--- src/hdl/sirc_pkg.sv ---
`timescale 1ns / 1ps

package sirc_pkg;

    localparam int FRAME_BITS   = 12;
    localparam int IV_W         = 16;
    localparam int CFG_IDX_W    = 3;
    localparam int ADDR_W       = 5;
    localparam int KEY_W        = 7;
    localparam int RPT_W        = 8;
    localparam int SHIFT_W      = 16;
    localparam int BCNT_W       = 4;
    localparam int PHASE_W      = 5;
    localparam int WIN_W        = IV_W + 2;

    localparam logic [CFG_IDX_W-1:0] REG_HEADER_LEN   = 3'd0;
    localparam logic [CFG_IDX_W-1:0] REG_TOLERANCE    = 3'd1;
    localparam logic [CFG_IDX_W-1:0] REG_BIT_LONG     = 3'd2;
    localparam logic [CFG_IDX_W-1:0] REG_BIT_SHORT    = 3'd3;
    localparam logic [CFG_IDX_W-1:0] REG_BIT_MID      = 3'd4;
    localparam logic [CFG_IDX_W-1:0] REG_REMAP_ENABLE = 3'd5;

    localparam logic [IV_W-1:0] HEADER_LEN_RST = 16'd2400;
    localparam logic [IV_W-1:0] TOLERANCE_RST  = 16'd200;
    localparam logic [IV_W-1:0] BIT_LONG_RST   = 16'd1200;
    localparam logic [IV_W-1:0] BIT_SHORT_RST  = 16'd600;
    localparam logic [IV_W-1:0] BIT_MID_RST    = 16'd900;

    localparam logic [BCNT_W-1:0]  BCNT_DONE    = 4'(FRAME_BITS);
    localparam logic [PHASE_W-1:0] PHASE_HEADER = 5'd1;
    localparam logic [PHASE_W-1:0] PHASE_FIRST  = 5'd2;

    typedef enum logic [1:0] {
        FS_OK      = 2'd0,
        FS_END     = 2'd1,
        FS_RESTART = 2'd2
    } t_frame_state;

    typedef struct packed {
        logic            mode;
        logic [IV_W-1:0] interval;
    } t_in_item;

    typedef struct packed {
        logic [ADDR_W-1:0] dev_address;
        logic [KEY_W-1:0]  key_code;
        logic [RPT_W-1:0]  repeat_count;
    } t_out_item;

    typedef struct packed {
        logic [ADDR_W-1:0] adr;
        logic [KEY_W-1:0]  cmd;
        logic              toggle;
    } t_frame;

    typedef struct packed {
        logic [IV_W-1:0] header_len;
        logic [IV_W-1:0] tolerance;
        logic [IV_W-1:0] bit_long;
        logic [IV_W-1:0] bit_short;
        logic [IV_W-1:0] bit_mid;
    } t_timing;

    function automatic logic [KEY_W-1:0] remap_key(input logic [KEY_W-1:0] c);
        logic [KEY_W-1:0] r;
        r = c;
        if (c <= 7'd8) begin
            r = c + 7'd1;
        end else begin
            case (c)
                7'd9:    r = 7'd0;
                7'd18:   r = 7'd16;
                7'd19:   r = 7'd17;
                7'd16:   r = 7'd32;
                7'd17:   r = 7'd33;
                7'd21:   r = 7'd12;
                7'd96:   r = 7'd36;
                7'd20:   r = 7'd13;
                7'd29:   r = 7'd10;
                7'd101:  r = 7'd59;
                7'd76:   r = 7'd55;
                7'd77:   r = 7'd54;
                7'd78:   r = 7'd50;
                7'd79:   r = 7'd52;
                7'd52:   r = 7'd17;
                7'd51:   r = 7'd16;
                7'd116:  r = 7'd32;
                7'd117:  r = 7'd33;
                default: r = c;
            endcase
        end
        return r;
    endfunction

endpackage

--- src/hdl/sirc_ir_frame_decoder_unit.sv ---
`timescale 1ns / 1ps
// A frame's result is written into the queue as its last bit is accepted and is then registered at the output.
// The edge decoder accepts one input item per cycle while the queue is not full and updates its state on each one.
// A two-entry queue and the output register let input and output stall independently.
// Reset is synchronous and active low; it restores the default timing registers and
// returns the decoder to hunting with an empty queue.

module sirc_ir_frame_decoder_unit
    import sirc_pkg::*;
(
    input  logic                 i_clk,
    input  logic                 i_rst_n,
    input  logic                 i_in_valid,
    output logic                 o_in_ready,
    input  t_in_item             i_in_data,
    output logic                 o_out_valid,
    input  logic                 i_out_ready,
    output t_out_item            o_out_data,
    input  logic                 i_cfg_we,
    input  logic [CFG_IDX_W-1:0] i_cfg_idx,
    input  logic [IV_W-1:0]      i_cfg_data
);

    t_timing r_timing;
    logic    r_remap;
    logic    push, pop, full, empty;
    t_frame  fe_frame, q_frame;

    always_ff @(posedge i_clk) begin
        if (!i_rst_n) begin
            r_timing.header_len <= HEADER_LEN_RST;
            r_timing.tolerance  <= TOLERANCE_RST;
            r_timing.bit_long   <= BIT_LONG_RST;
            r_timing.bit_short  <= BIT_SHORT_RST;
            r_timing.bit_mid    <= BIT_MID_RST;
            r_remap             <= 1'b1;
        end else if (i_cfg_we) begin
            unique case (i_cfg_idx)
                REG_HEADER_LEN:   r_timing.header_len <= i_cfg_data;
                REG_TOLERANCE:    r_timing.tolerance  <= i_cfg_data;
                REG_BIT_LONG:     r_timing.bit_long   <= i_cfg_data;
                REG_BIT_SHORT:    r_timing.bit_short  <= i_cfg_data;
                REG_BIT_MID:      r_timing.bit_mid    <= i_cfg_data;
                REG_REMAP_ENABLE: r_remap             <= i_cfg_data[0];
                default: ;
            endcase
        end
    end

    assign o_in_ready = !full;

    sirc_front u_front (
        .i_clk    (i_clk),
        .i_rst_n  (i_rst_n),
        .i_valid  (i_in_valid && !full),
        .i_item   (i_in_data),
        .i_timing (r_timing),
        .o_push   (push),
        .o_frame  (fe_frame)
    );

    sirc_queue u_queue (
        .i_clk   (i_clk),
        .i_rst_n (i_rst_n),
        .i_push  (push),
        .i_frame (fe_frame),
        .i_pop   (pop),
        .o_full  (full),
        .o_empty (empty),
        .o_frame (q_frame)
    );

    sirc_back u_back (
        .i_clk   (i_clk),
        .i_rst_n (i_rst_n),
        .i_remap (r_remap),
        .i_empty (empty),
        .i_frame (q_frame),
        .o_pop   (pop),
        .o_valid (o_out_valid),
        .i_ready (i_out_ready),
        .o_item  (o_out_data)
    );

endmodule

--- src/hdl/sirc_front.sv ---
`timescale 1ns / 1ps

module sirc_front
    import sirc_pkg::*;
(
    input  logic     i_clk,
    input  logic     i_rst_n,
    input  logic     i_valid,
    input  t_in_item i_item,
    input  t_timing  i_timing,
    output logic     o_push,
    output t_frame   o_frame
);

    t_frame_state        r_fs, n_fs;
    logic [PHASE_W-1:0]  r_phase, n_phase;
    logic                r_hs, n_hs;
    logic [SHIFT_W-1:0]  r_sd, n_sd;
    logic [BCNT_W-1:0]   r_bc, n_bc;
    logic                r_toggle, n_toggle;
    logic                r_armed, n_armed;

    logic signed [WIN_W-1:0] iv, hdr_lo, hdr_hi, win_hi, win_lo, mid;
    logic                    hdr_hit, out_win, is_one;

    assign iv     = $signed({2'b00, i_item.interval});
    assign hdr_lo = $signed({2'b00, i_timing.header_len}) - $signed({2'b00, i_timing.tolerance});
    assign hdr_hi = $signed({2'b00, i_timing.header_len}) + $signed({2'b00, i_timing.tolerance});
    assign win_hi = $signed({2'b00, i_timing.bit_long}) + $signed({2'b00, i_timing.tolerance});
    assign win_lo = $signed({2'b00, i_timing.bit_short}) - $signed({2'b00, i_timing.tolerance});
    assign mid    = $signed({2'b00, i_timing.bit_mid});

    assign hdr_hit = (r_phase == PHASE_HEADER) && (iv > hdr_lo) && (iv < hdr_hi);
    assign out_win = (iv > win_hi) || (iv < win_lo);
    assign is_one  = iv > mid;

    always_ff @(posedge i_clk) begin
        if (!i_rst_n) begin
            r_fs     <= FS_RESTART;
            r_phase  <= '0;
            r_hs     <= 1'b0;
            r_sd     <= '0;
            r_bc     <= '0;
            r_toggle <= 1'b0;
            r_armed  <= 1'b1;
        end else begin
            r_fs     <= n_fs;
            r_phase  <= n_phase;
            r_hs     <= n_hs;
            r_sd     <= n_sd;
            r_bc     <= n_bc;
            r_toggle <= n_toggle;
            r_armed  <= n_armed;
        end
    end

    always_comb begin
        n_fs     = r_fs;
        n_phase  = r_phase;
        n_hs     = r_hs;
        n_sd     = r_sd;
        n_bc     = r_bc;
        n_toggle = r_toggle;
        n_armed  = r_armed;
        o_push   = 1'b0;
        if (i_valid) begin
            if (i_item.mode) begin
                if (r_armed) begin
                    n_phase  = '0;
                    n_toggle = ~r_toggle;
                    n_armed  = 1'b0;
                end
            end else begin
                n_armed = 1'b1;
                if (r_hs && (r_phase == PHASE_FIRST)) begin
                    n_fs = FS_OK;
                end
                if (hdr_hit) begin
                    n_sd = '0;
                    n_bc = '0;
                    n_fs = FS_END;
                    n_hs = 1'b1;
                end
                if (n_fs == FS_OK) begin
                    if (out_win) begin
                        n_fs = FS_RESTART;
                    end else if (r_phase[0]) begin
                        n_sd = {is_one, n_sd[SHIFT_W-1:1]};
                        n_bc = n_bc + 4'd1;
                        if (n_bc == BCNT_DONE) begin
                            o_push = 1'b1;
                            n_fs   = FS_RESTART;
                        end
                    end
                end
                if (n_fs == FS_RESTART) begin
                    n_phase = '0;
                    n_hs    = 1'b0;
                end
                n_phase = n_phase + 5'd1;
            end
        end
    end

    assign o_frame.adr    = n_sd[15:11];
    assign o_frame.cmd    = n_sd[10:4];
    assign o_frame.toggle = r_toggle;

endmodule

--- src/hdl/sirc_queue.sv ---
`timescale 1ns / 1ps

module sirc_queue
    import sirc_pkg::*;
(
    input  logic   i_clk,
    input  logic   i_rst_n,
    input  logic   i_push,
    input  t_frame i_frame,
    input  logic   i_pop,
    output logic   o_full,
    output logic   o_empty,
    output t_frame o_frame
);

    t_frame      r_mem [2];
    logic        r_wr, r_rd;
    logic [1:0]  r_cnt;
    logic        do_push, do_pop;

    assign o_full  = r_cnt == 2'd2;
    assign o_empty = r_cnt == 2'd0;
    assign do_push = i_push && !o_full;
    assign do_pop  = i_pop && !o_empty;
    assign o_frame = r_mem[r_rd];

    always_ff @(posedge i_clk) begin
        if (!i_rst_n) begin
            r_wr  <= 1'b0;
            r_rd  <= 1'b0;
            r_cnt <= '0;
        end else begin
            if (do_push) begin
                r_wr <= ~r_wr;
            end
            if (do_pop) begin
                r_rd <= ~r_rd;
            end
            r_cnt <= r_cnt + {1'b0, do_push} - {1'b0, do_pop};
        end
    end

    always_ff @(posedge i_clk) begin
        if (do_push) begin
            r_mem[r_wr] <= i_frame;
        end
    end

endmodule

--- src/hdl/sirc_back.sv ---
`timescale 1ns / 1ps

module sirc_back
    import sirc_pkg::*;
(
    input  logic      i_clk,
    input  logic      i_rst_n,
    input  logic      i_remap,
    input  logic      i_empty,
    input  t_frame    i_frame,
    output logic      o_pop,
    output logic      o_valid,
    input  logic      i_ready,
    output t_out_item o_item
);

    logic             r_valid;
    logic             r_last_toggle;
    logic [RPT_W-1:0] r_rpt, n_rpt;
    t_out_item        r_item;

    assign o_pop   = !i_empty && (!r_valid || i_ready);
    assign o_valid = r_valid;
    assign o_item  = r_item;
    assign n_rpt   = (r_last_toggle == i_frame.toggle) ? r_rpt + 8'd1 : '0;

    always_ff @(posedge i_clk) begin
        if (!i_rst_n) begin
            r_valid       <= 1'b0;
            r_last_toggle <= 1'b0;
            r_rpt         <= '0;
        end else begin
            if (o_pop) begin
                r_valid       <= 1'b1;
                r_last_toggle <= i_frame.toggle;
                r_rpt         <= n_rpt;
            end else if (i_ready) begin
                r_valid <= 1'b0;
            end
        end
    end

    always_ff @(posedge i_clk) begin
        if (o_pop) begin
            r_item.repeat_count <= n_rpt;
            if (i_remap) begin
                r_item.dev_address <= (i_frame.adr == 5'd1 || i_frame.adr == 5'd3) ?
                                      '0 : i_frame.adr;
                r_item.key_code    <= remap_key(i_frame.cmd);
            end else begin
                r_item.dev_address <= i_frame.adr;
                r_item.key_code    <= i_frame.cmd;
            end
        end
    end

endmodule
--- config.mk ---
export PLATFORM = sky130hd
export DESIGN_NAME = sirc_ir_frame_decoder_unit
export DESIGN_NICKNAME = d
export VERILOG_FILES = /design/src/hdl/sirc_pkg.sv /design/src/hdl/sirc_ir_frame_decoder_unit.sv /design/src/hdl/sirc_front.sv /design/src/hdl/sirc_queue.sv /design/src/hdl/sirc_back.sv
export SDC_FILE = /design/constraint.sdc
export NUM_CORES = 1
export LEC_CHECK = 0
export BUFFER_PORTS_ARGS = -buffer_cell sky130_fd_sc_hd__buf_2
export CAP_MARGIN = 0
export CELL_PAD_IN_SITES_DETAIL_PLACEMENT = 0
export CELL_PAD_IN_SITES_GLOBAL_PLACEMENT = 1
export CORE_ASPECT_RATIO = 0.7
export CORE_MARGIN = 3
export CORE_UTILIZATION = 43
export DETAILED_ROUTE_END_ITERATION = 10
export GPL_TIMING_DRIVEN = 0
export PLACE_DENSITY = 0.84
export SLEW_MARGIN = 20
export SYNTH_ARGS = -nofsm -noshare
export SYNTH_HDL_FRONTEND = slang
export SYNTH_SLANG_ARGS = --single-unit
--- constraint.sdc ---
create_clock -name i_clk -period 4.65 [get_ports i_clk]
set_clock_uncertainty 0.15 [all_clocks]
set_input_delay 0.93 -clock i_clk [delete_from_list [all_inputs] [get_ports i_clk]]
set_output_delay 0.93 -clock i_clk [all_outputs]
set_load 0.005 [all_outputs]
==> metrics.cfg <==
[floorplan]
chipWidth_um=202
dieArea_sq_um=29000
coreArea_sq_um=26100
initial_utilization_pct=44.5
die_h_um=143
io_pins=63
rows=49

[drt]
via_count=10200
ant_nets=0
firstDrtPassIters=5
drt-initial-drc-count=767
drt-wirelength-per-cell_um=18.3
routed_wl_mm=33.5
routed_via_density=5.58
drc_errors=0

[timing]
fin_crit_sh_pct=106
hold_violations=0
finalMaxSlewViolations=0
max_freq_mhz=203
period_minus_slack_ns=4.91
setup_slack_ns=-0.265
grt_setup_unrepaired=yes
slew_headroom_pct=37.8
tightest_slew_ns=0.932
setup_viol=73

[placed_design]
gp_congestion=0.900
portBuffers=62
dp_hpwl_mm=25.6
dp_slack_ns=-1.01

[power_and_ir_drop]
powerDensity_nw_per_um2=259
power_leakage_uw=0.00542
ir_drop_uv=201

[yosys]
synthAdderAreaFrac_pct=16.9
synth_area_sq_um=11600
synthArstFlopShare_pct=0
synth_edf_count=46
syn_inst=1340
yosys_warnings=0
seq_area_frac_synth_pct=32.9
synth-simple-area-share_pct=18.3
yosys.area.top_type=dfxtp_1
synth_top_area_share_pct=21.0
synth_top_family_by_area=compound AO/OA/AOI/OAI gates
synth-xor-area-share_pct=4.90
syn_nets=1535
synth_compound_area_share_pct=21.0
synth_common_cells=nand2_1 (226), ha_1 (150), dfxtp_1 (122)
yosys-top-cells-area=dfxtp_1 (21%), ha_1 (16%), edfxtp_1 (12%)
syn_area_per_cell_sq_um=8.67
ys_types=81
yosysMostFrequentCell=nand2_1
ys.flop_type=dfxtp_1
ys_ff_latch=168
synthMuxAreaShare_pct=1.70

[finish]
finalNetCount=1656
final_util_pct=53.3
drive_gt1_share_pct=17.6
area_growth_pct=19.8
diodes=0

[status]
status=finished, violations left
violations=negative setup slack

[global_route]
grt_pass1_vias=9791
grt_max_degree=31
antenna_found_initial=0
grt_pass1_wl_mm=52.2
grt.overflow.total=0
track_usage_pct=22.7

[run]
drv_cap=0

[worst_setup_path]
worstPathRequired_ns=4.64
critical_path.max_stage_delay_ns=0.46
r2r_setup_slack_ns=-0.26
critPathCaptureType=register
critPathBufInv=5
crit_type=reg2reg
setup.worst_path.start_class=register
arrival_ns=4.91
cp_max_fo=7
cpMaxStageDelayCell=dfxtp_1
critPathTopFamily=compound AO/OA/AOI/OAI gates
path_cells=inv_1 > ha_4 > inv_1 > o221a_2 > o41ai_4 > o21ai_1 > nor2_1 > o21ai_2 > a21o_1 > a21oi_2 > xnor2_1 > ha_1 > nand2_2 > a21oi_2 > a2111oi_4 > a311oi_2 > o211a_1 > a211oi_4 > nand2_4 > nand4_1 > buf_4 > nor2_4 > buf_6 > buf_12

[clock_tree]
numClockSinks=168
cts_buffers=17
ctsLongestPathBuffers=2
cts_tree=done
insertion_delay_ns=0.43
htreeDepth=4
cts-root-buf=clkbuf_16
clk_pin_slew_ns=0.07
postCtsHoldBufs=0

[hold_path]
hold_class=reg2reg

## registers in the layout, indices dropped and copies added, names as in the netlist, 2 cells and up, named ones only
register and cells:
u_front.r_bc 4, u_back.r_rpt 8, u_front.r_sd 12, r_timing 80
u_queue.r_cnt 2, u_queue.r_mem 26, u_front.r_phase 5, u_front.r_fs 2
u_back.o_item 20
## worst paths after layout
path | depth (start not counted) | to | start
worst max-delay path | 24 | u_queue.r_mem[1][4] | r_timing[54]
worst min-delay path | 2 | r_timing[3] | r_timing[3]
worst max register to register | 24 | u_queue.r_mem[1][4] | r_timing[54]
worst min register to register | 2 | r_timing[3] | r_timing[3]
## cell usage in the layout (no fill, tap or decap), types with 8 or more instances in the layout
cell type,n
a22o_1,14
edfxtp_1,46
nor2_1,60
xor2_1,12
buf_2,68
a32o_1,12
nand2_1,225
nand2b_1,16
and2_1,11
a21oi_1,58
dfxtp_1,112
nand3_1,40
buf_4,28
a21boi_0,68
clkbuf_1,35
clkbuf_16,17
o21bai_1,9
o21a_1,12
or2_2,8
a21o_1,18
xnor2_1,53
mux2i_1,12
nand4_1,18
inv_1,74
buf_6,12
nor2b_1,16
o211ai_1,10
nor3_1,21
a21oi_2,13
o21ai_0,36
ha_1,141
o21ai_1,11
## worst reg2reg max path: stages, from the launching register on
cell and delay [ns]:
dfxtp_1 0.46, inv_1 0.18, ha_4 0.34, inv_1 0.10, o221a_2 0.30, o41ai_4 0.07
o21ai_1 0.12, nor2_1 0.12, o21ai_2 0.07, a21o_1 0.20, a21oi_2 0.14, xnor2_1 0.08
ha_1 0.32, nand2_2 0.08, a21oi_2 0.16, a2111oi_4 0.08, a311oi_2 0.35, o211a_1 0.25
a211oi_4 0.08, nand2_4 0.12, nand4_1 0.19, buf_4 0.24, nor2_4 0.17, buf_6 0.13
buf_12 0.11
## metal layers
layer	global-route usage [%]	wire, um	vias up
li1	-	-	5035
met1	34.9	17000	4817
met2	33.2	13600	329
met3	4.26	2520	27
met4	4.55	354	0
met5	0	0	-
## cells by family after synthesis
kind of cell / count (synthesis)
adder cells (fa/ha/maj): 154
AO/OA/AOI/OAI: 342
AND/OR/NAND/NOR: 463
flip-flops: 168
multiplexers: 19
buffers and inverters: 129
XOR/XNOR: 65
## where the power goes
group          internal, uW  switching [uW]  total, uW
Sequential             1510            18.7       1530
Combinational           259             366        625
Clock                   808             638       1450
Total                  2580            1020       3600
## through the flow
stage | hold slack (ns) | setup TNS [ns] | power [uW] | area [sq um] | cells
finish | 0.316 | -14.74 | 3600 | 13900 | 1831
global route | 0.336 | -29.05 | 3750 | 13900 | 1831
floorplan | 0.293 | -0.563 | 1930 | 11700 | 1340
global placement | 0.304 | -61.99 | 2090 | 12400 | 1759
CTS | 0.320 | -9.55 | 3580 | 13700 | 1822
detailed placement | 0.310 | -65.57 | 2100 | 12400 | 1759
## timing repair
action                                  CTS  global route
buffers inserted                         30            12
pin swaps                                46            19
resized for setup                        79            43
gates cloned                              3             0
endpoints found under the setup margin   77            79
## area by class of cell
cell class / instances / area [sq um]
buffer: 46 / 214
clock inverter: 14 / 163
fill: 2408 / 12200
clock buffer: 18 / 429
tap: 357 / 447
multi-input combinational: 1043 / 7780
timing repair buffer: 104 / 737
inverter: 81 / 307
sequential: 168 / 3840
Power figures use the tool's default switching activity.
